[config.mk]
export PLATFORM = sky130hd
export DESIGN_NAME = bresenham_line_stepper_unit_flat
export DESIGN_NICKNAME = d
export VERILOG_FILES = /design/src/bls_pkg.sv /design/src/bls_if.sv /design/src/bresenham_line_stepper_unit.sv /design/src/bls_front.sv /design/src/bls_queue.sv /design/src/bls_back.sv /design/src/flat_wrapper.sv
export VERILOG_INCLUDE_DIRS = /design/src /design/src/src
export SDC_FILE = /design/constraint.sdc
export NUM_CORES = 1
export LEC_CHECK = 0
export BUFFER_PORTS_ARGS = -buffer_cell sky130_fd_sc_hd__buf_2
export CORE_MARGIN = 4
export CORE_UTILIZATION = 40
export CTS_BUF_LIST = sky130_fd_sc_hd__clkbuf_8
export CTS_CLUSTER_SIZE = 40
export DETAILED_ROUTE_END_ITERATION = 6
export GPL_ROUTABILITY_DRIVEN = 0
export PLACE_DENSITY = 0.58
export REMOVE_ABC_BUFFERS = 1
export SETUP_SLACK_MARGIN = 0.02
export SLEW_MARGIN = 20
export SYNTH_ARGS = -nofsm -noshare
export SYNTH_HDL_FRONTEND = slang
export SYNTH_SLANG_ARGS = --single-unit
export TNS_END_PERCENT = 100
[constraint.sdc]
create_clock -name clk -period 12.05 [get_ports clk]
set_input_delay 2.41 -clock clk [delete_from_list [all_inputs] [get_ports clk]]
set_output_delay 2.41 -clock clk [all_outputs]
set_load 0.005 [all_outputs]
[src/bresenham_line_stepper_unit_defines.svh]
// Assertion macros of the line stepper RTL.
`ifndef BRESENHAM_LINE_STEPPER_UNIT_DEFINES_SVH
`define BRESENHAM_LINE_STEPPER_UNIT_DEFINES_SVH
`ifndef NO_ASSERTIONS
// Checked only while out of reset.
`define BLS_ASSERT(lbl, clk, rst_n, prop, msg) \
    lbl: assert property (@(posedge clk) disable iff (!rst_n) prop) else $error(msg);
// Checked at every edge, reset included.
`define BLS_ASSERT_ALWAYS(lbl, clk, prop, msg) \
    lbl: assert property (@(posedge clk) prop) else $error(msg);
`else
`define BLS_ASSERT(lbl, clk, rst_n, prop, msg)
`define BLS_ASSERT_ALWAYS(lbl, clk, prop, msg)
`endif
`endif

[src/bls_pkg.sv]
// Shared types and constants of the line stepper.
`default_nettype none
package bls_pkg;

    localparam int COORD_BITS_DEF = 12;
    localparam int REG_W          = 13;
    localparam int INDEX_W        = 24;
    localparam int QUEUE_DEPTH    = 4;
    localparam int CFG_IDX_W      = 1;

    localparam logic [REG_W-1:0] WIDTH_RESET  = 13'd640;
    localparam logic [REG_W-1:0] HEIGHT_RESET = 13'd480;

    typedef enum logic
    {
        CMD_LOAD = 1'b0,
        CMD_STEP = 1'b1
    } cmd_t;

    typedef enum logic [CFG_IDX_W-1:0]
    {
        CFG_VIEW_WIDTH  = 1'b0,
        CFG_VIEW_HEIGHT = 1'b1
    } cfg_reg_t;

    // Decoded control of one queued item.
    typedef struct packed
    {
        logic is_load;
        logic active;
        logic step_left;
        logic step_down;
    } line_flags_t;

    // Viewport size as seen by the back end.
    typedef struct packed
    {
        logic [REG_W-1:0] width;
        logic [REG_W-1:0] height;
    } view_cfg_t;

    // Queue entry: flags, four coordinates, two deltas, initial error.
    function automatic int entry_width(input int coord_bits);
        return $bits(line_flags_t) + 4 * coord_bits + 2 * (coord_bits + 1)
               + (coord_bits + 3);
    endfunction

endpackage
`default_nettype wire

[src/bls_if.sv]
// Handshake channel interfaces of the line stepper.
`default_nettype none
interface bls_in_if #(parameter int COORD_BITS = bls_pkg::COORD_BITS_DEF);
    logic                         valid;
    logic                         ready;
    logic                         command;
    logic signed [COORD_BITS-1:0] start_x;
    logic signed [COORD_BITS-1:0] start_y;
    logic signed [COORD_BITS-1:0] end_x;
    logic signed [COORD_BITS-1:0] end_y;

    modport source (output valid, command, start_x, start_y, end_x, end_y, input ready);
    modport sink (input valid, command, start_x, start_y, end_x, end_y, output ready);
endinterface

interface bls_out_if #(parameter int COORD_BITS = bls_pkg::COORD_BITS_DEF);
    logic                             valid;
    logic                             ready;
    logic signed [COORD_BITS-1:0]     pixel_x;
    logic signed [COORD_BITS-1:0]     pixel_y;
    logic [bls_pkg::INDEX_W-1:0]      pixel_index;
    logic                             in_view;
    logic                             last;

    modport source (output valid, pixel_x, pixel_y, pixel_index, in_view, last, input ready);
    modport sink (input valid, pixel_x, pixel_y, pixel_index, in_view, last, output ready);
endinterface

interface bls_cfg_if;
    logic                          valid;
    logic                          ready;
    logic [bls_pkg::CFG_IDX_W-1:0] index;
    logic [bls_pkg::REG_W-1:0]     data;

    modport source (output valid, index, data, input ready);
    modport sink (input valid, index, data, output ready);
endinterface
`default_nettype wire

[src/bresenham_line_stepper_unit.sv]
// Top level of the Bresenham line stepper.
`default_nettype none
// Usage:
// The item channel takes commands. A load transfer (command 0) sets the start
// and end points and produces no pixel. Each step transfer (command 1) moves one
// pixel along the loaded line and yields one transfer on the pixel channel with
// the coordinates, the bottom-up frame buffer index, the in-view flag and a last
// mark on the end point. The start pixel is never produced, a zero-length line
// produces nothing, and steps with no active line are absorbed silently.
// The cfg channel writes viewport_width (index 0) and viewport_height (index 1);
// it is always ready and must only be used while the block is idle.
// Throughput is one item per clock while the pixel receiver does not stall.
// Each step transfer passes the front register, the queue, the stepping stage
// and the output register; the index multiply sits in the output register stage.
// When the pixel receiver stalls, the back end holds its pixels, the four-entry
// queue keeps filling and the item channel drops ready only once it is full.
// Reset clears the viewport to 640 by 480, empties the pipeline and the queue
// and leaves no line loaded.
module bresenham_line_stepper_unit #(
    parameter int COORD_BITS = bls_pkg::COORD_BITS_DEF
) (
    input  wire logic  clk,
    input  wire logic  rst_n,
    bls_cfg_if.sink    cfg,
    bls_in_if.sink     item,
    bls_out_if.source  pixel
);

    localparam int EW = bls_pkg::entry_width(COORD_BITS);

    logic [bls_pkg::REG_W-1:0] width_reg;
    logic [bls_pkg::REG_W-1:0] height_reg;
    bls_pkg::view_cfg_t        vcfg;

    logic [EW-1:0] f_entry;
    logic          f_valid;
    logic          f_ready;
    logic [EW-1:0] q_entry;
    logic          q_valid;
    logic          q_ready;

    // The configuration registers take every write, so the port never stalls.
    assign cfg.ready = 1'b1;

    always_ff @(posedge clk or negedge rst_n)
    begin
        if (!rst_n)
        begin
            width_reg  <= bls_pkg::WIDTH_RESET;
            height_reg <= bls_pkg::HEIGHT_RESET;
        end
        else if (cfg.valid)
        begin
            case (cfg.index)
                bls_pkg::CFG_VIEW_WIDTH:  width_reg  <= cfg.data;
                bls_pkg::CFG_VIEW_HEIGHT: height_reg <= cfg.data;
                default:                  ;
            endcase
        end
    end

    assign vcfg.width  = width_reg;
    assign vcfg.height = height_reg;

    // Front end registers each item and works out the setup of a load.
    bls_front #(
        .COORD_BITS (COORD_BITS)
    ) u_front (
        .clk         (clk),
        .rst_n       (rst_n),
        .item        (item),
        .entry       (f_entry),
        .entry_valid (f_valid),
        .entry_ready (f_ready)
    );

    // The queue lets the front keep taking items while the back is stalled.
    bls_queue #(
        .WIDTH (EW),
        .DEPTH (bls_pkg::QUEUE_DEPTH)
    ) u_queue (
        .clk      (clk),
        .rst_n    (rst_n),
        .wr_data  (f_entry),
        .wr_valid (f_valid),
        .wr_ready (f_ready),
        .rd_data  (q_entry),
        .rd_valid (q_valid),
        .rd_ready (q_ready)
    );

    // Back end steps the line and builds each pixel transfer.
    bls_back #(
        .COORD_BITS (COORD_BITS)
    ) u_back (
        .clk         (clk),
        .rst_n       (rst_n),
        .entry       (q_entry),
        .entry_valid (q_valid),
        .entry_ready (q_ready),
        .vcfg        (vcfg),
        .pixel       (pixel)
    );

endmodule
`default_nettype wire

[src/bls_front.sv]
// Front end: accepts items and precomputes the line setup of load commands.
`default_nettype none
module bls_front #(
    parameter int COORD_BITS = bls_pkg::COORD_BITS_DEF
) (
    input  wire logic                                        clk,
    input  wire logic                                        rst_n,
    bls_in_if.sink                                           item,
    output logic [bls_pkg::entry_width(COORD_BITS)-1:0]      entry,
    output logic                                             entry_valid,
    input  wire logic                                        entry_ready
);

    localparam int C  = COORD_BITS;
    localparam int EW = bls_pkg::entry_width(COORD_BITS);

    logic                  valid_reg;
    logic [EW-1:0]         entry_reg;
    logic [EW-1:0]         entry_next;
    logic                  accept;

    logic signed [C:0]     diff_x;
    logic signed [C:0]     diff_y;
    logic [C:0]            dx;
    logic [C:0]            dy;
    logic signed [C+2:0]   err_init;
    bls_pkg::line_flags_t  flags;

    assign item.ready = !valid_reg || entry_ready;
    assign accept     = item.valid && item.ready;

    // Signed difference start minus end; its sign gives the step direction.
    always_comb
    begin
        diff_x = (C+1)'(item.start_x) - (C+1)'(item.end_x);
        diff_y = (C+1)'(item.start_y) - (C+1)'(item.end_y);
        dx     = diff_x[C] ? (C+1)'(-diff_x) : (C+1)'(diff_x);
        dy     = diff_y[C] ? (C+1)'(-diff_y) : (C+1)'(diff_y);
        err_init = (C+3)'({2'b00, dx}) - (C+3)'({2'b00, dy});

        flags.is_load   = (item.command == bls_pkg::CMD_LOAD);
        flags.active    = (item.start_x != item.end_x) || (item.start_y != item.end_y);
        flags.step_left = !diff_x[C];
        flags.step_down = !diff_y[C];

        entry_next = {flags, item.start_x, item.start_y, item.end_x, item.end_y,
                      dx, dy, err_init};
    end

    always_ff @(posedge clk or negedge rst_n)
    begin
        if (!rst_n)
        begin
            valid_reg <= 1'b0;
        end
        else if (item.ready)
        begin
            valid_reg <= item.valid;
        end
    end

    always_ff @(posedge clk)
    begin
        if (accept)
        begin
            entry_reg <= entry_next;
        end
    end

    assign entry       = entry_reg;
    assign entry_valid = valid_reg;

endmodule
`default_nettype wire

[src/bls_queue.sv]
// Small FIFO between the front and back ends.
`default_nettype none
module bls_queue #(
    parameter int WIDTH = 8,
    parameter int DEPTH = bls_pkg::QUEUE_DEPTH
) (
    input  wire logic             clk,
    input  wire logic             rst_n,
    input  wire logic [WIDTH-1:0] wr_data,
    input  wire logic             wr_valid,
    output logic                  wr_ready,
    output logic [WIDTH-1:0]      rd_data,
    output logic                  rd_valid,
    input  wire logic             rd_ready
);

    localparam int PTR_W = (DEPTH > 1) ? $clog2(DEPTH) : 1;
    localparam int CNT_W = $clog2(DEPTH + 1);
    localparam logic [PTR_W-1:0] LAST_PTR = PTR_W'(DEPTH - 1);

    logic [WIDTH-1:0] slot_reg [DEPTH];
    logic [PTR_W-1:0] wr_ptr_reg;
    logic [PTR_W-1:0] rd_ptr_reg;
    logic [CNT_W-1:0] count_reg;
    logic             push;
    logic             pop;

    assign wr_ready = (count_reg != CNT_W'(DEPTH));
    assign rd_valid = (count_reg != '0);
    assign push     = wr_valid && wr_ready;
    assign pop      = rd_valid && rd_ready;
    assign rd_data  = slot_reg[rd_ptr_reg];

    always_ff @(posedge clk or negedge rst_n)
    begin
        if (!rst_n)
        begin
            wr_ptr_reg <= '0;
            rd_ptr_reg <= '0;
            count_reg  <= '0;
        end
        else
        begin
            if (push)
            begin
                wr_ptr_reg <= (wr_ptr_reg == LAST_PTR) ? '0 : wr_ptr_reg + 1'b1;
            end
            if (pop)
            begin
                rd_ptr_reg <= (rd_ptr_reg == LAST_PTR) ? '0 : rd_ptr_reg + 1'b1;
            end
            if (push && !pop)
            begin
                count_reg <= count_reg + 1'b1;
            end
            else if (pop && !push)
            begin
                count_reg <= count_reg - 1'b1;
            end
        end
    end

    always_ff @(posedge clk)
    begin
        if (push)
        begin
            slot_reg[wr_ptr_reg] <= wr_data;
        end
    end

endmodule
`default_nettype wire

[src/bls_back.sv]
// Back end: Bresenham stepping, viewport check and frame buffer index.
`default_nettype none
`include "bresenham_line_stepper_unit_defines.svh"
module bls_back #(
    parameter int COORD_BITS = bls_pkg::COORD_BITS_DEF
) (
    input  wire logic                                        clk,
    input  wire logic                                        rst_n,
    input  wire logic [bls_pkg::entry_width(COORD_BITS)-1:0] entry,
    input  wire logic                                        entry_valid,
    output logic                                             entry_ready,
    input  wire bls_pkg::view_cfg_t                          vcfg,
    bls_out_if.source                                        pixel
);

    localparam int C  = COORD_BITS;
    localparam int E  = C + 3;
    localparam int RW = bls_pkg::REG_W;
    localparam logic signed [C-1:0] ONE = C'(1);

    // Unpacked queue entry.
    bls_pkg::line_flags_t   e_flags;
    logic signed [C-1:0]    e_sx;
    logic signed [C-1:0]    e_sy;
    logic signed [C-1:0]    e_tx;
    logic signed [C-1:0]    e_ty;
    logic [C:0]             e_dx;
    logic [C:0]             e_dy;
    logic signed [E-1:0]    e_err;

    // Line state.
    logic signed [C-1:0]    cur_x_reg;
    logic signed [C-1:0]    cur_y_reg;
    logic signed [C-1:0]    tgt_x_reg;
    logic signed [C-1:0]    tgt_y_reg;
    logic [C:0]             dx_reg;
    logic [C:0]             dy_reg;
    logic                   left_reg;
    logic                   down_reg;
    logic signed [E-1:0]    err_reg;
    logic                   active_reg;

    // Stage one: the pixel just reached.
    logic                   p1_valid_reg;
    logic signed [C-1:0]    p1_x_reg;
    logic signed [C-1:0]    p1_y_reg;
    logic                   p1_last_reg;
    logic                   p1_view_reg;
    logic [RW-1:0]          p1_row_reg;
    logic [RW-1:0]          p1_col_reg;

    // Output register.
    logic                   out_valid_reg;
    logic signed [C-1:0]    out_x_reg;
    logic signed [C-1:0]    out_y_reg;
    logic [bls_pkg::INDEX_W-1:0] out_index_reg;
    logic                   out_view_reg;
    logic                   out_last_reg;

    logic                   out_adv;
    logic                   p1_free;
    logic                   pop;
    logic                   step_fire;

    logic signed [E:0]      e2;
    logic signed [E:0]      dx_s;
    logic signed [E:0]      dy_s;
    logic signed [E:0]      err_sum;
    logic                   move_x;
    logic                   move_y;
    logic signed [C-1:0]    nx;
    logic signed [C-1:0]    ny;
    logic                   at_end;
    logic [31:0]            xu;
    logic [31:0]            yu;
    logic                   view;
    logic [2*RW-1:0]        prod;
    logic [2*RW-1:0]        idx_sum;

    assign {e_flags, e_sx, e_sy, e_tx, e_ty, e_dx, e_dy, e_err} = entry;

    assign out_adv     = !out_valid_reg || pixel.ready;
    assign p1_free     = !p1_valid_reg || out_adv;
    assign entry_ready = p1_free;
    assign pop         = entry_valid && p1_free;
    assign step_fire   = pop && !e_flags.is_load && active_reg;

    // One Bresenham step from the current state.
    always_comb
    begin
        e2      = {err_reg, 1'b0};
        dx_s    = (E+1)'(dx_reg);
        dy_s    = (E+1)'(dy_reg);
        move_x  = e2 > -dy_s;
        move_y  = e2 < dx_s;
        err_sum = (E+1)'(err_reg) - (move_x ? dy_s : '0) + (move_y ? dx_s : '0);
        nx      = move_x ? (left_reg ? cur_x_reg - ONE : cur_x_reg + ONE) : cur_x_reg;
        ny      = move_y ? (down_reg ? cur_y_reg - ONE : cur_y_reg + ONE) : cur_y_reg;
        at_end  = (nx == tgt_x_reg) && (ny == tgt_y_reg);

        xu   = 32'(nx);
        yu   = 32'(ny);
        view = !nx[C-1] && !ny[C-1] && (xu < 32'(vcfg.width)) && (yu < 32'(vcfg.height));
    end

    always_ff @(posedge clk or negedge rst_n)
    begin
        if (!rst_n)
        begin
            active_reg <= 1'b0;
        end
        else if (pop && e_flags.is_load)
        begin
            active_reg <= e_flags.active;
        end
        else if (step_fire)
        begin
            active_reg <= !at_end;
        end
    end

    always_ff @(posedge clk)
    begin
        if (pop && e_flags.is_load)
        begin
            cur_x_reg <= e_sx;
            cur_y_reg <= e_sy;
            tgt_x_reg <= e_tx;
            tgt_y_reg <= e_ty;
            dx_reg    <= e_dx;
            dy_reg    <= e_dy;
            left_reg  <= e_flags.step_left;
            down_reg  <= e_flags.step_down;
            err_reg   <= e_err;
        end
        else if (step_fire)
        begin
            cur_x_reg <= nx;
            cur_y_reg <= ny;
            err_reg   <= err_sum[E-1:0];
        end
    end

    always_ff @(posedge clk or negedge rst_n)
    begin
        if (!rst_n)
        begin
            p1_valid_reg <= 1'b0;
        end
        else if (p1_free)
        begin
            p1_valid_reg <= step_fire;
        end
    end

    always_ff @(posedge clk)
    begin
        if (step_fire)
        begin
            p1_x_reg    <= nx;
            p1_y_reg    <= ny;
            p1_last_reg <= at_end;
            p1_view_reg <= view;
            p1_col_reg  <= xu[RW-1:0];
            p1_row_reg  <= vcfg.height - RW'(1) - yu[RW-1:0];
        end
    end

    // Bottom-up row times width plus column, wrapped to the index width.
    always_comb
    begin
        prod    = p1_row_reg * vcfg.width;
        idx_sum = prod + (2*RW)'(p1_col_reg);
    end

    always_ff @(posedge clk or negedge rst_n)
    begin
        if (!rst_n)
        begin
            out_valid_reg <= 1'b0;
        end
        else if (out_adv)
        begin
            out_valid_reg <= p1_valid_reg;
        end
    end

    always_ff @(posedge clk)
    begin
        if (out_adv && p1_valid_reg)
        begin
            out_x_reg     <= p1_x_reg;
            out_y_reg     <= p1_y_reg;
            out_last_reg  <= p1_last_reg;
            out_view_reg  <= p1_view_reg;
            out_index_reg <= p1_view_reg ? idx_sum[bls_pkg::INDEX_W-1:0] : '0;
        end
    end

    assign pixel.valid       = out_valid_reg;
    assign pixel.pixel_x     = out_x_reg;
    assign pixel.pixel_y     = out_y_reg;
    assign pixel.pixel_index = out_index_reg;
    assign pixel.in_view     = out_view_reg;
    assign pixel.last        = out_last_reg;

    `BLS_ASSERT(a_last_ends_line, clk, rst_n, (step_fire && at_end) |=> !active_reg, "line still active after its end point")
    `BLS_ASSERT(a_p1_holds, clk, rst_n, (p1_valid_reg && !out_adv) |=> ($stable(p1_x_reg) && $stable(p1_y_reg) && p1_valid_reg), "stalled pixel stage changed")
    `BLS_ASSERT(a_out_from_p1, clk, rst_n, $rose(out_valid_reg) |-> $past(p1_valid_reg), "output valid without a staged pixel")
    `BLS_ASSERT_ALWAYS(a_reset_quiet, clk, !rst_n |-> (!out_valid_reg && !p1_valid_reg), "pipeline valid during reset")

endmodule
`default_nettype wire

[src/flat_wrapper.sv]
// flat-port wrapper written by rule: the top's interface ports become plain ports
module bresenham_line_stepper_unit_flat 
#(
    parameter int COORD_BITS = bls_pkg::COORD_BITS_DEF
)
  (clk, rst_n, cfg_valid, cfg_index, cfg_data, cfg_ready, item_valid, item_command, item_start_x, item_start_y, item_end_x, item_end_y, item_ready, pixel_valid, pixel_pixel_x, pixel_pixel_y, pixel_pixel_index, pixel_in_view, pixel_last, pixel_ready);
  bls_cfg_if cfg_i ();
  bls_in_if #(.COORD_BITS(COORD_BITS)) item_i ();
  bls_out_if #(.COORD_BITS(COORD_BITS)) pixel_i ();
  input  wire logic clk;
  input  wire logic rst_n;
  input wire logic [$bits(cfg_i.valid)-1:0] cfg_valid;
  input wire logic [$bits(cfg_i.index)-1:0] cfg_index;
  input wire logic [$bits(cfg_i.data)-1:0] cfg_data;
  output wire logic [$bits(cfg_i.ready)-1:0] cfg_ready;
  input wire logic [$bits(item_i.valid)-1:0] item_valid;
  input wire logic [$bits(item_i.command)-1:0] item_command;
  input wire logic [$bits(item_i.start_x)-1:0] item_start_x;
  input wire logic [$bits(item_i.start_y)-1:0] item_start_y;
  input wire logic [$bits(item_i.end_x)-1:0] item_end_x;
  input wire logic [$bits(item_i.end_y)-1:0] item_end_y;
  output wire logic [$bits(item_i.ready)-1:0] item_ready;
  output wire logic [$bits(pixel_i.valid)-1:0] pixel_valid;
  output wire logic [$bits(pixel_i.pixel_x)-1:0] pixel_pixel_x;
  output wire logic [$bits(pixel_i.pixel_y)-1:0] pixel_pixel_y;
  output wire logic [$bits(pixel_i.pixel_index)-1:0] pixel_pixel_index;
  output wire logic [$bits(pixel_i.in_view)-1:0] pixel_in_view;
  output wire logic [$bits(pixel_i.last)-1:0] pixel_last;
  input wire logic [$bits(pixel_i.ready)-1:0] pixel_ready;
  assign cfg_i.valid = cfg_valid;
  assign cfg_i.index = cfg_index;
  assign cfg_i.data = cfg_data;
  assign cfg_ready = cfg_i.ready;
  assign item_i.valid = item_valid;
  assign item_i.command = item_command;
  assign item_i.start_x = item_start_x;
  assign item_i.start_y = item_start_y;
  assign item_i.end_x = item_end_x;
  assign item_i.end_y = item_end_y;
  assign item_ready = item_i.ready;
  assign pixel_valid = pixel_i.valid;
  assign pixel_pixel_x = pixel_i.pixel_x;
  assign pixel_pixel_y = pixel_i.pixel_y;
  assign pixel_pixel_index = pixel_i.pixel_index;
  assign pixel_in_view = pixel_i.in_view;
  assign pixel_last = pixel_i.last;
  assign pixel_i.ready = pixel_ready;
  bresenham_line_stepper_unit #(.COORD_BITS(COORD_BITS)) u_core (.clk(clk), .rst_n(rst_n), .cfg(cfg_i), .item(item_i), .pixel(pixel_i));
endmodule
==> results.py, run 1 <==
metrics = {
    "cells_and_area": {
        "area_growth_pct": 11.1,
        "final_core_util": 0.448,
        "final_cell_area_um2": 40400,
        "drive_gt1_frac": 0.149,
        "largest_reg_flops": 368,
        "fillers": 8090,
        "multi_input_area_um2": 14700,
        "finalNetCount": 3307,
        "regArea_um2": 20200,
    },
    "sta": {
        "fin_skew_ps": 38.5,
        "setup-violations-final": 0,
        "hold_viol": 0,
        "slew_headroom": 0.355,
        "worst_pin_slew_ps": 967,
        "fin_crit_ps": 7340,
        "drv_slew": 0,
        "rsz0062_at_grt": "false",
        "hold_ws_ps": 418,
        "fmax_mhz": 136,
        "tns_ps": 0,
        "finalCritPeriodShare": 0.609,
    },
    "clocking": {
        "cts_hold_buf": 0,
        "numCtsBuffers": 113,
        "post_cts_buffers": 0,
        "clock_sinks": 677,
        "cts.repair.resized": 0,
        "clockBufferDepth": 3,
        "htreeDepth": 3,
        "clock_latency_ps": 750,
        "clock-root-buffer": "clkbuf_8",
        "cts_tree": "built",
        "clk_pin_slew_ps": 60,
    },
    "worst_setup_path": {
        "worstSetupStartpointType": "flip-flop",
        "critical_path_class": "flip-flop to flip-flop",
        "ff2ff_setup_slack_ps": 4710,
        "path_max_fanout": 32,
        "crit_arrival_ps": 7900,
        "r2r-end": "u_core.u_back.err_reg[14]",
        "worstSetupEndpointType": "flip-flop",
        "reg2reg_depth": 25,
        "critPathRequiredTime_ps": 12610,
        "r2r-start": "u_core.u_back.dy_reg[2]",
    },
    "global_route": {
        "grt_pass1_wl_um": 131000,
        "grt-ovfl-total": 0,
        "track_usage": 0.179,
        "grt_max_degree": 65,
        "antenna_found_initial": 4,
        "grt_pass1_vias": 22900,
    },
    "synth": {
        "synth-edff-count": 640,
        "ys_seq_elements": 677,
        "netlist_area_um2": 36400,
        "synth_ff_type": "edfxtp_1",
        "ys_warn_count": 0,
        "syn_avg_cell_area_um2": 13.6,
        "async_flop_share": 0.0547,
        "syn-instance-count": 2685,
        "seq_area_frac_synth": 0.554,
        "synth_cell_types": 77,
    },
    "floorplan": {
        "boundaryPins": 121,
        "num_rows": 110,
        "initial_utilization": 0.404,
        "core-area_um2": 90100,
        "die_y_um": 310,
        "fp.dieW_um": 310,
        "dieArea_um2": 95900,
    },
    "run": {
        "maxCapViolations": 0,
    },
    "min_path": {
        "hold_path_end": "u_core.u_back.pixel.pixel_y[6]",
        "min_path_cells": 0,
        "worstHoldPathType": "flip-flop to flip-flop",
        "min_from": "u_core.u_back.p1_y_reg[6]",
    },
    "drt": {
        "initialDrtViolationCount": 1429,
        "ant_nets": 0,
        "wl_per_cell_um": 20.4,
        "vias_per_cell": 5.21,
        "num_vias": 21500,
        "route.detailed.drc": 0,
        "dr.pass1.iters": 5,
        "drt_wl_total_um": 84300,
    },
    "placed_design": {
        "postPlaceCellArea_um2": 38400,
        "hpwl_um": 60200,
        "numPortBuffers": 119,
    },
    "status": {
        "run_status": "complete, no violations",
    },
}
-- per-stage QoR --
| stage | std cells | worst slack [ps] |
|---|---|---|
| after CTS | 4131 | 4680 |
| final | 4133 | 4710 |
| after global placement | 3927 | 4790 |
| after global routing | 4133 | 4100 |
| after detailed placement | 3927 | 4710 |
| after floorplan | 2613 | 4680 |
-- layout by cell type, fill, tap and decap left out, types with 78 or more instances in the layout --
master	instances
a21oi_1	93
and2_1	102
buf_2	119
clkbuf_8	118
edfxtp_1	640
fa_1	149
ha_1	224
inv_1	380
mux4_2	91
nand2_1	211
nor2_1	123
o21ai_0	78
xnor2_1	83
-- cell usage after synthesis (4+ instances only) --
cell	count	area [um^2]
a211oi_1	12	90.1
dfrtp_1	31	776
or2_2	8	50.1
mux4_2	91	2050
a211o_1	4	35.0
or3_1	10	62.6
and3_1	15	93.8
or4_1	7	52.6
dfstp_2	6	158
a31oi_1	15	93.8
a21oi_1	93	465
nor4_1	15	93.8
mux2_2	28	315
edfxtp_1	640	19200
o22ai_1	5	31.3
o21a_1	13	97.6
nand4_1	10	62.6
o31ai_1	8	60.1
nor3_1	23	115
xnor2_1	83	727
nand3_1	19	95.1
nor2b_1	17	106
and4_1	4	35.0
nor4b_1	4	35.0
clkbuf_1	57	214
xor2_1	59	517
buf_1	13	48.8
nand2_1	212	796
a21o_1	38	285
mux2i_1	18	180
a21boi_0	11	82.6
fa_1	149	2980
inv_1	347	1300
o21bai_1	4	30.0
o211ai_1	9	67.6
ha_1	224	2800
and2_1	108	676
nor2_1	125	469
nand2b_1	17	106
o21ai_0	78	390
-- worst max-delay path, stage by stage (launching register included) --
cell	delay [ps]
edfxtp_1	480
or4_1	610
nor4_1	340
nand3_1	150
or2_2	330
nor4_1	280
ha_1	320
and4_1	220
and3_1	190
o311a_1	150
o211ai_2	230
nand2_2	420
and2_1	370
fa_1	510
inv_1	40
ha_1	320
nor2b_1	150
o21ai_0	210
a21boi_0	160
o21ai_0	300
a21oi_1	140
o21ai_0	330
a21oi_1	180
o41ai_1	430
nor4b_1	110
a211oi_1	180
-- cells by family (layout without fill, tap and decap cells) --
group,after synthesis,count (layout),share of synthesized area
xor gates and xnor gates,145,145,0.0359
buffers and inverters,420,690,0.0435
adders and majority gates,373,373,0.159
and+or+nand+nor,603,603,0.0804
DFF,677,677,0.554
muxes,137,137,0.0699
AOI/OAI and AO/OA,329,329,0.0574
other,1,3,0.000103
-- routing by layer --
metal	part of all wire	up-vias	track usage
met3	0.052	173	0.0311
met5	0	-	0
met2	0.49	562	0.302
met4	0.033	0	0.0683
met1	0.43	10900	0.231
li1	-	9916	-
-- how the worst max path moves through the flow --
| stage | startpoint | endpoint | slack [ps] | cells after the start |
|---|---|---|---|---|
| floorplan | u_core.u_queue.rd_ptr_reg[0] | u_core.u_back.cur_x_reg[2] | 4680 | 4 |
| global placement | item_start_y[0] | u_core.u_front.entry[10] | 4790 | 25 |
| detailed placement | item_end_y[0] | u_core.u_front.entry[10] | 4710 | 24 |
| CTS | u_core.u_back.dy_reg[2] | u_core.u_back.err_reg[14] | 4680 | 25 |
| global route | u_core.u_back.dy_reg[2] | u_core.u_back.err_reg[14] | 4100 | 25 |
| finish | u_core.u_back.dy_reg[2] | u_core.u_back.err_reg[14] | 4710 | 25 |
-- area by class of cell --
type	instances	share of cell area
multi-input combinational	1588	0.363
timing repair buffer	138	0.0183
inverter	348	0.0323
tap	1176	0.0364
clock inverter	86	0.0106
clock buffer	118	0.0402
antenna	2	0.000124
sequential	677	0.499
Power of run 1 is not shown: default switching activity piles up to over one toggle a cycle in this logic, so the estimate is an artifact.
==> inputs of run 2 (changes only) <==
==> constraint.sdc (replaced) <==
create_clock -name clk -period 7.1 [get_ports clk]
set_input_delay 1.42 -clock clk [delete_from_list [all_inputs] [get_ports clk]]
set_output_delay 1.42 -clock clk [all_outputs]
set_load 0.005 [all_outputs]
==> run 2 against run 1 <==
Global-route usage rose by 0.38 points. Via count decreased by 0.46%. Register-to-register slack lost 4400 ps. Utilization grew 0.28 points. Die area unchanged. Setup slack lost 4400 ps. Routed wire length is 1.9% higher. First-iteration DRC count down 5.2%. Clock skew is 1.4 ps lower. Final cell count increased by 0.48%. Critical endpoint is now u_core.u_back.pixel.pixel_index[21].
==> results.py, run 2 (synthesis gave the netlist of run 1 again) <==
metrics = {
    "status": {
        "run_status": "complete, no violations",
    },
    "drt": {
        "route.detailed.drc": 0,
        "num_vias": 21400,
        "drt_wl_total_um": 86000,
        "ant_nets": 0,
        "initialDrtViolationCount": 1354,
        "vias_per_cell": 5.16,
        "dr.pass1.iters": 5,
        "wl_per_cell_um": 20.7,
    },
    "floorplan": {
        "die_y_um": 310,
        "initial_utilization": 0.404,
        "num_rows": 110,
        "fp.dieW_um": 310,
        "boundaryPins": 121,
        "dieArea_um2": 95900,
        "core-area_um2": 90100,
    },
    "placed_design": {
        "numPortBuffers": 119,
        "post-place-ws_ps": 340,
        "hpwl_um": 61700,
    },
    "clocking": {
        "htreeDepth": 3,
        "clock_latency_ps": 750,
        "cts_tree": "built",
        "numCtsBuffers": 114,
        "clockBufferDepth": 3,
        "clock_sinks": 677,
        "clock-root-buffer": "clkbuf_8",
        "post_cts_buffers": 0,
        "clk_pin_slew_ps": 60,
    },
    "worst_setup_path": {
        "worstSetupStartpointType": "flip-flop",
        "slowest_delay_ps": 660,
        "crit_slowest_cell": "a2111oi_0",
        "crit_arrival_ps": 7270,
        "critPathRequiredTime_ps": 7600,
        "crit_path_cell_trace": "and2_1 > fa_1 > inv_1 > fa_1 > inv_1 > fa_1 > ha_1 > fa_1 > inv_1 > fa_1 > inv_1 > ha_1 > a2111oi_0 > o21ai_0 > a31oi_1 > o31ai_1 > o21a_1 > or3_1 > and3_1",
        "critical_path_class": "flip-flop to flip-flop",
        "worstSetupEndpointType": "flip-flop",
        "cpMostUsedCell": "fa_1",
        "path_max_fanout": 13,
    },
    "sta": {
        "rsz0062_at_grt": "false",
        "setup-violations-final": 0,
        "slew_headroom": 0.365,
        "fin_skew_ps": 37.1,
        "worst_pin_slew_ps": 952,
        "fin_crit_ps": 6770,
        "fmax_mhz": 148,
        "drv_slew": 0,
        "hold_viol": 0,
        "finalCritPeriodShare": 0.954,
        "fin_ws_ps": 329,
    },
    "cells_and_area": {
        "drive_gt1_frac": 0.157,
        "final_cell_mix": "edfxtp_1 (640), inv_1 (370), ha_1 (224)",
        "area_growth_pct": 11.8,
        "layout_commonest_cell": "edfxtp_1",
        "final_core_util": 0.451,
        "largest_reg_flops": 368,
        "finalNetCount": 3324,
    },
    "global_route": {
        "grt_pass1_wl_um": 133000,
        "antenna_found_initial": 7,
        "grt_max_degree": 53,
        "track_usage": 0.183,
        "grt_pass1_vias": 23000,
        "grt-ovfl-total": 0,
    },
    "min_path": {
        "worstHoldPathType": "flip-flop to flip-flop",
    },
    "run": {
        "maxCapViolations": 0,
    },
}
[run 2: changes by cell type in the layout (fill, tap and decap cells not counted), moves of 5 or more]
cell       previous run  this run
buf_4                19        35
clkinv_2             19        26
clkinv_1             25        30
inv_1               380       370
bufinv_16             1         6
[run 2: per-layer routing]
metal	share of wire	wire (um)	track usage
met2	0.50	43100	0.317
met1	0.42	35900	0.233
met5	0.00015	13	0
met4	0.024	2040	0.0567
met3	0.058	4950	0.0335
[run 2: cell type report]
class / instances / area [um^2]
Fill cell: 8054 / 49500
Tap cell: 1176 / 1470
Sequential cell: 677 / 20200
Antenna cell: 1 / 2.50
Timing Repair Buffer: 154 / 858
Multi-Input combinational cell: 1588 / 14700
Clock inverter: 94 / 594
Clock buffer: 115 / 1580
Inverter: 348 / 1310
[run 2: worst paths after layout]
| check | end | from | slack (ps) | cells past startpoint |
|---|---|---|---|---|
| setup / recovery | u_core.u_back.pixel.pixel_index[21] | u_core.u_back.p1_row_reg[4] | 330 | 19 |
| hold / removal | u_core.u_back.pixel.pixel_y[7] | u_core.u_back.p1_y_reg[7] | 410 | 0 |
| setup reg to reg | u_core.u_back.pixel.pixel_index[21] | u_core.u_back.p1_row_reg[4] | 330 | 19 |
| hold reg to reg | u_core.u_back.pixel.pixel_y[7] | u_core.u_back.p1_y_reg[7] | 410 | 0 |
| max in group asynchronous | u_core.u_queue.rd_ptr_reg[0] | rst_n | 5610 | 1 |
| min in group asynchronous | u_core.u_front.entry_valid | rst_n | 810 | 1 |
[run 2: timing repair]
action,CTS,global route
setup endpoints to repair,0,4
hold buffers,0,0
endpoints found under the hold margin,0,0
gates resized for setup,0,1
[run 2: stage by stage]
step | setup TNS, ps | hold WS (ps) | std cells | instance area [um^2]
6_report | 0 | 413 | 4153 | 40700
5_1_grt | 0 | 421 | 4153 | 40700
4_1_cts | 0 | 411 | 4152 | 40700
3_5_place_dp | 0 | 406 | 3943 | 38500
3_3_place_gp | 0 | 404 | 3943 | 38500
2_1_floorplan | -1330 | 400 | 2613 | 36100
[run 2: critical path: cells and delay by family, from the launching register on]
kind            cells  cell delay, ps
fa+ha+maj           7            3130
compound gates      5            1810
simple gates        3             760
flops               1             610
buf+inv             4             200
Power of run 2 is left out for the same reason.
